## config.mk

```make
export PLATFORM = sky130hd
export DESIGN_NAME = pwmt_front
export DESIGN_NICKNAME = d
export VERILOG_FILES = /design/src/rtl/core/pwmt_pkg.sv /design/src/rtl/core/pwmt_front.sv
export SDC_FILE = /design/constraint.sdc
export NUM_CORES = 1
export LEC_CHECK = 0
export ABC_CLOCK_PERIOD_IN_PS = 10750
export BUFFER_PORTS_ARGS = -buffer_cell sky130_fd_sc_hd__buf_2
export CORE_MARGIN = 5
export CORE_UTILIZATION = 45
export DETAILED_ROUTE_END_ITERATION = 10
export MAX_ROUTING_LAYER = met4
export SLEW_MARGIN = 20
export SYNTH_ARGS = -nofsm -noshare
export SYNTH_HDL_FRONTEND = slang
export SYNTH_SLANG_ARGS = --single-unit
```

## constraint.sdc

```tcl
create_clock -name clk -period 10.75 [get_ports clk]
set_clock_uncertainty 0.1 [all_clocks]
set_input_delay 2.15 -clock clk [delete_from_list [all_inputs] [get_ports clk]]
set_output_delay 2.15 -clock clk [all_outputs]
set_load 0.05 [all_outputs]
```

## src/rtl/core/pwmt_pkg.sv

```systemverilog
`default_nettype none

package pwmt_pkg;

    // Command codes carried in the opcode field
    typedef enum logic [2:0] {
        OP_TICK        = 3'd0,
        OP_PLAY        = 3'd1,
        OP_PLAY_ALT    = 3'd2,
        OP_PLAY_CUSTOM = 3'd3,
        OP_STOP        = 3'd4,
        OP_SET_CUSTOM  = 3'd5
    } opcode_t;

    // Configuration register indexes
    localparam int CFG_INDEX_W = 2;
    localparam int CFG_DATA_W  = 4;
    localparam logic [CFG_INDEX_W-1:0] CFG_VOLUME_INDEX    = 2'd0;
    localparam logic [CFG_INDEX_W-1:0] CFG_FREQUENCY_INDEX = 2'd1;
    localparam logic [CFG_INDEX_W-1:0] CFG_SILENCE_ACTIVE  = 2'd2;
    localparam logic [CFG_INDEX_W-1:0] CFG_THEFT_ALARM     = 2'd3;

    // Level tables
    localparam int VOL_ENTRIES  = 5;
    localparam int FREQ_ENTRIES = 7;
    localparam logic [7:0] VOL_LEVELS [VOL_ENTRIES] = '{8'd15, 8'd30, 8'd60, 8'd80, 8'd90};
    localparam logic [7:0] PERIOD_LEVELS [FREQ_ENTRIES] =
        '{8'd90, 8'd110, 8'd140, 8'd160, 8'd180, 8'd200, 8'd250};

    // High time (period/2)*volume/100 for every table pair, modulo 256
    localparam logic [7:0] WIDTH_TABLE [FREQ_ENTRIES][VOL_ENTRIES] = '{
        '{8'd6,  8'd13, 8'd27, 8'd36,  8'd40},
        '{8'd8,  8'd16, 8'd33, 8'd44,  8'd49},
        '{8'd10, 8'd21, 8'd42, 8'd56,  8'd63},
        '{8'd12, 8'd24, 8'd48, 8'd64,  8'd72},
        '{8'd13, 8'd27, 8'd54, 8'd72,  8'd81},
        '{8'd15, 8'd30, 8'd60, 8'd80,  8'd90},
        '{8'd18, 8'd37, 8'd75, 8'd100, 8'd112}
    };

    // Reset state of the timer
    localparam logic [7:0] RESET_COMPARE_HIGH = 8'd1;
    localparam logic [7:0] RESET_COMPARE_LOW  = 8'd2;
    localparam logic [7:0] RESET_PERIOD       = 8'd100;
    localparam logic [7:0] RESET_VOLUME       = 8'd90;
    localparam logic [7:0] RESET_WIDTH        = 8'd45;

    // Reciprocal multipliers: x/50 and x/100, exact for 15-bit x
    localparam int          DUR_SHIFT = 21;
    localparam logic [15:0] DUR_RECIP = 16'd41944;
    localparam int          PCT_SHIFT = 21;
    localparam logic [14:0] PCT_RECIP = 15'd20972;
    localparam logic [7:0]  DUR_MAX   = 8'd255;

    // Command word
    typedef struct packed {
        logic [2:0]  opcode;
        logic [14:0] length;
        logic [7:0]  custom_volume;
        logic [7:0]  custom_period;
    } cmd_t;

    // Status word
    typedef struct packed {
        logic       speaker_pin;
        logic       running;
        logic       accepted;
        logic [7:0] duration_units;
        logic [7:0] tone_period;
        logic [7:0] tone_volume;
    } status_t;

    // Command after the front stages
    typedef struct packed {
        logic [2:0] opcode;
        logic [7:0] duration;
        logic [7:0] custom_width;
        logic [7:0] custom_volume;
        logic [7:0] custom_period;
    } item_t;

endpackage

`default_nettype wire

```

## src/rtl/core/pwmt_front.sv

```systemverilog
`default_nettype none

module pwmt_front
    import pwmt_pkg::*;
(
    input  wire logic  clk,
    input  wire logic  rst_n,
    input  wire logic  in_valid,
    output logic       in_ready,
    input  wire cmd_t  in_data,
    output logic       item_valid,
    input  wire logic  item_ready,
    output item_t      item_data
);

    // Stage A: products from the raw command
    logic        a_valid_reg;
    logic [2:0]  a_opcode_reg;
    logic [9:0]  a_dur_reg;
    logic [14:0] a_prod_reg;
    logic [7:0]  a_cvol_reg;
    logic [7:0]  a_cper_reg;
    logic [30:0] dur_prod;
    logic [14:0] width_prod;

    // Stage B: scaled width and saturated duration
    logic        b_valid_reg;
    item_t       b_data_reg;
    logic [29:0] pct_prod;
    logic [7:0]  dur_sat;
    logic        a_ready;
    logic        b_ready;

    // Stall a stage only when it holds a word that cannot move on
    assign b_ready  = !b_valid_reg || item_ready;
    assign a_ready  = !a_valid_reg || b_ready;
    assign in_ready = a_ready;

    // length/50 by reciprocal, (period/2)*volume
    assign dur_prod   = 31'(in_data.length) * 31'(DUR_RECIP);
    assign width_prod = 15'(in_data.custom_period[7:1]) * 15'(in_data.custom_volume);

    always_ff @(posedge clk or negedge rst_n)
    begin
        if (!rst_n)
        begin
            a_valid_reg <= 1'b0;
        end
        else if (a_ready)
        begin
            a_valid_reg <= in_valid;
        end
    end

    always_ff @(posedge clk)
    begin
        if (a_ready && in_valid)
        begin
            a_opcode_reg <= in_data.opcode;
            a_dur_reg    <= dur_prod[DUR_SHIFT +: 10];
            a_prod_reg   <= width_prod;
            a_cvol_reg   <= in_data.custom_volume;
            a_cper_reg   <= in_data.custom_period;
        end
    end

    // Divide the product by 100, keep it modulo 256; clamp duration
    assign pct_prod = 30'(a_prod_reg) * 30'(PCT_RECIP);
    assign dur_sat  = (a_dur_reg > 10'(DUR_MAX)) ? DUR_MAX : a_dur_reg[7:0];

    always_ff @(posedge clk or negedge rst_n)
    begin
        if (!rst_n)
        begin
            b_valid_reg <= 1'b0;
        end
        else if (b_ready)
        begin
            b_valid_reg <= a_valid_reg;
        end
    end

    always_ff @(posedge clk)
    begin
        if (b_ready && a_valid_reg)
        begin
            b_data_reg.opcode        <= a_opcode_reg;
            b_data_reg.duration      <= dur_sat;
            b_data_reg.custom_width  <= pct_prod[PCT_SHIFT +: 8];
            b_data_reg.custom_volume <= a_cvol_reg;
            b_data_reg.custom_period <= a_cper_reg;
        end
    end

    assign item_valid = b_valid_reg;
    assign item_data  = b_data_reg;

endmodule

`default_nettype wire

```

Yosys cells after proc, flatten, opt, wreduce, memory -nomap -nowiden
Cells that the tools add are included.
Widths: inputs -> output; s select.
{"block": "op_classes", "n_mul": 3, "magnitude_cmp": 1, "n_reduce_logical": 6}
{"op": "$mul 15x13->28 const B", "count": 1}
{"op": "$mul 15x13->27 const B", "count": 1}
{"op": "$mul 7x8->15", "count": 1}
{"op": "$gt 10x8->1 const B", "count": 1}
{"op": "$logic_and 1x1->1", "count": 2}
{"op": "$logic_not 1->1", "count": 2}
{"op": "$logic_or 1x1->1", "count": 2}
{"block": "totals", "register_bits": 81, "output_inout_bits": 37, "wordCells": 22}

Logic depth before layout (Yosys ltp)
Gate-level depths: netlist (run 1).
{"block": "depth", "depth_word": 4, "mapped_depth": 17}

Worst setup path before layout (run 1)
No wires, ideal clock.
{"block": "synth_timing", "path_kind": "in2reg", "from": "in in_data[21] (netlist name)", "to": "reg a_dur_reg[8] (data pin)", "setup_time_ps": 264, "t_arrival_ps": 6203, "required_ps": 10386, "setup_slack_ps": 4183, "stages": 17, "n_path_buf": 0, "path_cell_list": "inv_1 fa_1 inv_1 ha_1 fa_1 inv_1 fa_1 fa_1 inv_1 ha_1 a211o_1 nor3b_1 a211oi_1 a211o_1 a41oi_2 a31oi_1 xor2_1"}
{"block": "synth_between", "elab_chain_len": 1}
{"item": "start, declared", "line": "pwmt_front.sv:10", "rtl": "input wire cmd_t in_data,"}
{"item": "$mul 15x13->28", "line": "pwmt_front.sv:40", "rtl": "assign dur_prod = 31'(in_data.length) * 31'(DUR_RECIP);"}
{"item": "net dur_prod[29]", "line": "pwmt_front.sv:23", "rtl": "logic [30:0] dur_prod;"}
{"item": "end signal, assigned", "line": "pwmt_front.sv:60", "rtl": "a_dur_reg <= dur_prod[DUR_SHIFT +: 10];"}
{"item": "end, declared", "line": "pwmt_front.sv:19", "rtl": "logic [9:0] a_dur_reg;"}
The timed path passes the listed nets, and every way through them passes these cells.
A chain may end at the register's enable or synchronous reset.

Worst setup path after layout (run 1)
{"block": "layout_timing", "from": "in in_data[20] (netlist name)", "to": "reg a_dur_reg[8] (data pin)"}
The elaborated chain is that of the path after synthesis.

==> flow_summary_export.csv, run 1 <==
group,metric,value,unit
cts,insertion_delay,0.34,ns
critical_path,critical_path.max_stage_delay,0.55,ns
cts,htree_levels,3,
cells_and_area,stdcell_count,1401,
synth,yosys-top-cells-area,"fa_1, ha_1, edfxtp_1",
critical_path,crit_buf_inv,5,
timing,setup_viol,0,
cells_and_area,drive_gt1_frac,0.0929,
global_route,grt_pass1_wl,35700,µm
placement,gp_congestion,0.838,
timing,tns,0,ns
global_route,grt_usage,0.160,
floorplan,start_util,0.459,
cts,path_clk_slew,0.08,ns
critical_path,worstRegToRegCells,17,
timing,drv_slew,0,
floorplan,die_h,168,µm
critical_path,worstPathArrival,6.69,ns
placement,hpwl,18000,µm
critical_path,crit_path_max_fanout,5,
cts,cts_resized,0,
cts,numCtsBuffers,9,
global_route,grt.met3_usage,0.0156,
global_route,grt_use_met1,0.211,
critical_path,worstSetupEndpointType,"flop",
critical_path,crit_required,10.73,ns
route,drtAntennaViolNets,0,
critical_path,cp-start-kind,"input pin",
critical_path,regToRegEndpoint,"item_data[23]",
synth,synth-seq-cells,81,
synth,synth_cell_types,49,
global_route,grt_max_degree,45,
global_route,top_usage_layer,"met2",
timing,hold_violations,0,
critical_path,path_depth,18,
critical_path,worst_path_max_delay_cell,"fa_1",
route,num_vias,6792,
synth,synth_top_area_cell,"fa_1",
timing,period_minus_slack,6.71,ns
floorplan,ios,75,
cells_and_area,syn_to_final_growth,9.47,%
synth,ys.flop_type,"edfxtp_1",
run_status,outcome,"complete, no violations",
critical_path,critPathTopFamily,"adder cells",
cells_and_area,largest_reg_flops,35,
cts,cts_num_sinks,81,
timing,rsz0062_at_grt,"false",
critical_path,crit_end,"a_dur_reg[8]",
cts,cts_max_path_buffers,2,
global_route,grtUsageMet2,0.276,
flow_run,maxCapViolations,0,
cells_and_area,antenna-diode-count,0,
placement,port_buffers,74,
timing,fmax,149,MHz
critical_path,r2r_slack,5.43,ns
global_route,grt_pass1_vias,7315,
route,drc,0,
route,wire_per_inst,14.7,µm
floorplan,core_area,24400,µm²
global_route,antenna_found_initial,0,
cts,cts_tree,"built",
synth,syn_area,11200,µm²
route,vias_per_cell,4.85,
synth,yosysWarnings,0,
synth,yosysSeqAreaShare,0.217,
min_path,hp-class,"flop to flop",
cts,postCtsSetupRepairBufs,0,
cells_and_area,final_core_util,0.502,
synth,syn_nets,1422,
synth,synth-edff-count,79,
cells_and_area,nFillCells,2254,
route,dr.pass1.iters,6,
cells_and_area,final_nets,1507,
synth,synthCells,987,
critical_path,crit_start,"in_data[20]",
synth,yosysTopAreaCellShare,0.297,
floorplan,die_area,28100,µm²
route,drt-total-wl,20500,µm
critical_path,critical_path.cell_chain,"buf_2 > inv_1 > fa_1 > inv_1 > ha_1 > fa_1 > inv_1 > fa_1 > fa_1 > inv_1 > ha_1 > a211o_1 > nor3b_1 > a211oi_1 > a211o_1 > a41oi_2 > a31oi_1 > xor2_1",
floorplan,die_w,168,µm
critical_path,reg2reg_from,"a_prod_reg[4]",
synth,synthArstFlopShare,0.0247,
route,drtIter0Drc,216,
placement,placed_cells,1385,
timing,period_share,0.624,
cts,cts_hold_buf,0,
global_route,overflow,0,
timing,max_slew.worst_pin.slew,0.958,ns
critical_path,crit_type,"input pin to flop",
cts,cts_root_buf,"clkbuf_16",
floorplan,num_rows,57,
timing,slew_headroom,0.361,
synth,postSynthAreaPerCell,11.3,µm²
cell usage in the layout, fill, tap and decap left out, types with 6 or more instances in the layout:
cell type and n:
xnor2_1 24, ha_1 231, fa_1 166, nor3_1 8
nand3_1 8, o21ai_0 7, nand2b_1 6, edfxtp_1 79
nor2_1 22, xor2_1 7, a21o_1 11, nand2_1 39
buf_2 74, and2_1 33, inv_1 246, clkbuf_16 9
a21oi_1 25, or3_1 8
routing by layer:
metal / share of wire / vias to the layer above / wire [µm]
li1: - / 3385 / -
met1: 0.46 / 3334 / 9440
met2: 0.51 / 65 / 10500
met3: 0.020 / 8 / 421
met4: 0.0067 / 0 / 138
met5: 0 / - / 0
how the worst min path moves through the flow:
stage / slack, ns / start / to / depth (start not counted)
detailed placement: 0.30 / a_cvol_reg[3] / item_data[11] / 0
floorplan: 0.30 / a_cper_reg[0] / item_data[0] / 0
finish: 0.31 / a_cvol_reg[3] / item_data[11] / 0
global placement: 0.30 / a_cvol_reg[5] / item_data[13] / 0
global route: 0.32 / a_cvol_reg[3] / item_data[11] / 0
CTS: 0.32 / a_cvol_reg[3] / item_data[11] / 0
kinds of logic (layout without fill, tap and decap cells):
kind of cell,count (synthesis),count (layout),share of synthesized area
XOR/XNOR,31,31,0.0243
AO/OA/AOI/OAI,81,81,0.0505
adder cells (fa/ha/maj),397,397,0.555
multiplexers,1,1,0.000895
AND/OR/NAND/NOR,150,150,0.0699
flip-flops,81,81,0.217
buffers and inverters,246,336,0.0825
layout make-up:
class,count,area [µm²],share of cell area
multi-input cells,660,7850,0.641
flip-flops and latches,81,2420,0.198
inverters,246,923,0.0754
well taps,324,405,0.0331
repair buffers,74,370,0.0302
clock buffers,9,225,0.0184
clock inverters,7,55.1,0.00449
synth_stat cells (all sizes together) (8+ instances only):
master / n
nor2: 22
nand2: 39
a21oi: 26
nor3: 8
ha: 231
xnor2: 24
o21ai: 10
and2: 35
a21o: 11
edfxtp: 79
or3: 9
nand3: 8
inv: 246
fa: 166
metrics by stage:
step	instance area, µm²	setup slack, ns	hold slack, ns
3_5_place_dp	12000	3.67	0.305
2_1_floorplan	11200	4.18	0.300
3_3_place_gp	12000	3.79	0.301
4_1_cts	12200	4.03	0.315
5_1_grt	12200	3.88	0.324
6_report	12200	4.04	0.313
worst reg2reg max path: stages (launching register included):
cell	delay [ns]
edfxtp_1	0.51
inv_1	0.15
fa_1	0.54
inv_1	0.04
ha_1	0.22
fa_1	0.53
inv_1	0.05
fa_1	0.46
fa_1	0.55
inv_1	0.04
ha_1	0.29
nand4_1	0.12
nor3_1	0.07
a211oi_2	0.27
a31oi_1	0.29
or3_4	0.43
a221oi_2	0.28
xnor2_1	0.10
Power of run 1 is left out: the tool's default activity adds up to more than one toggle a clock period on the data nets, which glitch-free logic cannot reach.
==> run 2: changes to the inputs <==
--- a/config.mk
+++ b/config.mk
@@ -5,7 +5,8 @@
 export SDC_FILE = /design/constraint.sdc
 export NUM_CORES = 1
 export LEC_CHECK = 0
-export ABC_CLOCK_PERIOD_IN_PS = 10750
+export ABC_AREA = 1
+export ABC_CLOCK_PERIOD_IN_PS = 6800
 export BUFFER_PORTS_ARGS = -buffer_cell sky130_fd_sc_hd__buf_2
 export CORE_MARGIN = 5
 export CORE_UTILIZATION = 45
==> constraint.sdc (replaced) <==
create_clock -name clk -period 6.8 [get_ports clk]
set_clock_uncertainty 0.1 [all_clocks]
set_input_delay 1.36 -clock clk [delete_from_list [all_inputs] [get_ports clk]]
set_output_delay 1.36 -clock clk [all_outputs]
set_load 0.05 [all_outputs]
==> flow_summary_export.csv, run 2 <==
group,metric,value,unit
run_status,outcome,"complete, no violations",
min_path,hp-class,"flop to flop",
critical_path,cp-start-kind,"input pin",
timing,period_minus_slack,5.22,ns
global_route,grt_usage,0.180,
cts,postCtsSetupRepairBufs,0,
cells_and_area,syn_to_final_growth,8.89,%
route,drc,0,
cts,cts_max_path_buffers,2,
synth,yosysSeqAreaShare,0.196,
critical_path,crit_type,"input pin to flop",
cts,cts_root_buf,"clkbuf_16",
synth,synth_cell_types,32,
synth,postSynthAreaPerCell,9.13,µm²
flow_run,maxCapViolations,0,
synth,ys_top_cells_by_count,"inv_1, nand2_1, ha_1",
route,drtAntennaViolNets,0,
floorplan,die_area,30900,µm²
cts,path_clk_slew,0.06,ns
floorplan,core_area,27000,µm²
synth,syn_area,12400,µm²
critical_path,r2r_slack,2.19,ns
placement,hpwl,22100,µm
critical_path,worstPathArrival,5.22,ns
timing,setup_viol,0,
synth,synth-edff-count,79,
cells_and_area,final_nets,1869,
timing,drv_slew,0,
timing,max_slew.worst_pin.slew,1.05,ns
synth,synth_top_area_cell,"fa_1",
timing,period_share,0.767,
critical_path,crit_required,6.81,ns
cts,cts_hold_buf,0,
synth,yosysMostFrequentCell,"inv_1",
synth,syn_nets,1790,
timing,rsz0062_at_grt,"false",
synth,yosysTopAreaCellShare,0.269,
floorplan,ios,75,
cells_and_area,layout_common_cells,"inv_1, nand2_1, ha_1, fa_1, edfxtp_1",
placement,placed_cells,1764,
critical_path,crit_path_max_fanout,6,
global_route,overflow,0,
route,dr.pass1.iters,6,
synth,yosys-top-cells-area,"fa_1, ha_1, edfxtp_1",
synth,synth-seq-cells,81,
cts,insertion_delay,0.35,ns
synth,synthArstFlopShare,0.0247,
critical_path,worstSetupEndpointType,"flop",
route,vias_per_cell,4.88,
route,drt-total-wl,25300,µm
route,wire_per_inst,14.2,µm
cells_and_area,antenna-diode-count,0,
floorplan,die_w,176,µm
global_route,antenna_found_initial,0,
global_route,grt_pass1_vias,8971,
cts,cts_num_sinks,81,
route,drtIter0Drc,430,
floorplan,die_h,176,µm
placement,port_buffers,74,
timing,hold_violations,0,
global_route,grt_max_degree,45,
cts,htree_levels,3,
cells_and_area,layout_commonest_cell,"inv_1",
cts,cts_tree,"built",
synth,ys.flop_type,"edfxtp_1",
cts,numCtsBuffers,9,
timing,fmax,192,MHz
global_route,grt_pass1_wl,43700,µm
synth,synthCells,1355,
placement,gp_congestion,0.919,
route,num_vias,8686,
cells_and_area,largest_reg_flops,35,
timing,tns,0,ns
cts,cts_resized,0,
synth,yosysWarnings,0,
cells_and_area,drive_gt1_frac,0.0765,
floorplan,num_rows,60,
timing,slew_headroom,0.302,
floorplan,start_util,0.458,
cells_and_area,stdcell_count,1779,
-- run 2: cell count changes after synthesis, sizes merged, moves of 19 or more --
cell	change
inv	+104
and2	-33
nand3	+30
xnor2	-19
a21oi	+33
nand2	+225
nor2	+44
-- run 2: cells by family after synthesis --
group / Yosys count / share of synthesized area
AND/OR/NAND/NOR: 401 / 0.136
XOR/XNOR: 17 / 0.0120
buffers and inverters: 358 / 0.109
flip-flops: 81 / 0.196
AO/OA/AOI/OAI: 101 / 0.0449
adder cells (fa/ha/maj): 397 / 0.502
-- run 2: metrics by stage --
stage | cell area (µm²) | setup slack [ns] | hold slack [ns] | utilization
floorplan | 12400 | 1.64 | 0.300 | -
global placement | 13200 | 1.23 | 0.300 | 0.487
detailed placement | 13200 | 1.21 | 0.306 | 0.487
CTS | 13500 | 1.60 | 0.322 | 0.498
global route | 13500 | 1.35 | 0.326 | 0.498
finish | 13500 | 1.58 | 0.319 | 0.498
-- run 2: worst paths after layout --
path	cells past startpoint	start	endpoint
worst max register to register	17	a_prod_reg[12]	item_data[18]
min in group asynchronous	1	rst_n	item_valid
worst min register to register	0	a_cper_reg[0]	item_data[0]
worst max-delay path	18	in_data[25]	a_dur_reg[6]
worst min-delay path	0	a_cper_reg[0]	item_data[0]
max in group asynchronous	1	rst_n	a_valid_reg
-- run 2: cell type report --
| class | count | area [µm²] |
|---|---|---|
| Fill cell | 2598 | 13600 |
| Clock inverter | 5 | 81.3 |
| Timing Repair Buffer | 75 | 378 |
| Tap cell | 341 | 427 |
| Inverter | 351 | 1320 |
| Multi-Input combinational cell | 916 | 8610 |
| Sequential cell | 81 | 2420 |
| Clock buffer | 10 | 229 |
-- run 2: metal layers --
metal  GRT usage  part of all wire  routed length (µm)  vias to the layer above
met1       0.259              0.51               12800                     4154
met4      0.0338             0.010                 263                        0
met5           -                 0                   0                        -
li1            -                 -                   -                     4391
met2       0.276              0.45               11500                      120
met3      0.0226             0.028                 718                       21
-- run 2: worst max-delay path, stage by stage --
cell,delay [ns]
buf_2,0.16
fa_1,0.48
ha_1,0.30
inv_1,0.05
fa_1,0.47
inv_1,0.05
fa_1,0.53
inv_1,0.05
fa_1,0.53
inv_1,0.04
ha_1,0.29
nand2_1,0.10
inv_1,0.07
nand2_1,0.14
o21ai_0,0.32
nand2_1,0.12
nand4_1,0.09
nand2_1,0.05
Power of run 2 is left out for the same reason.
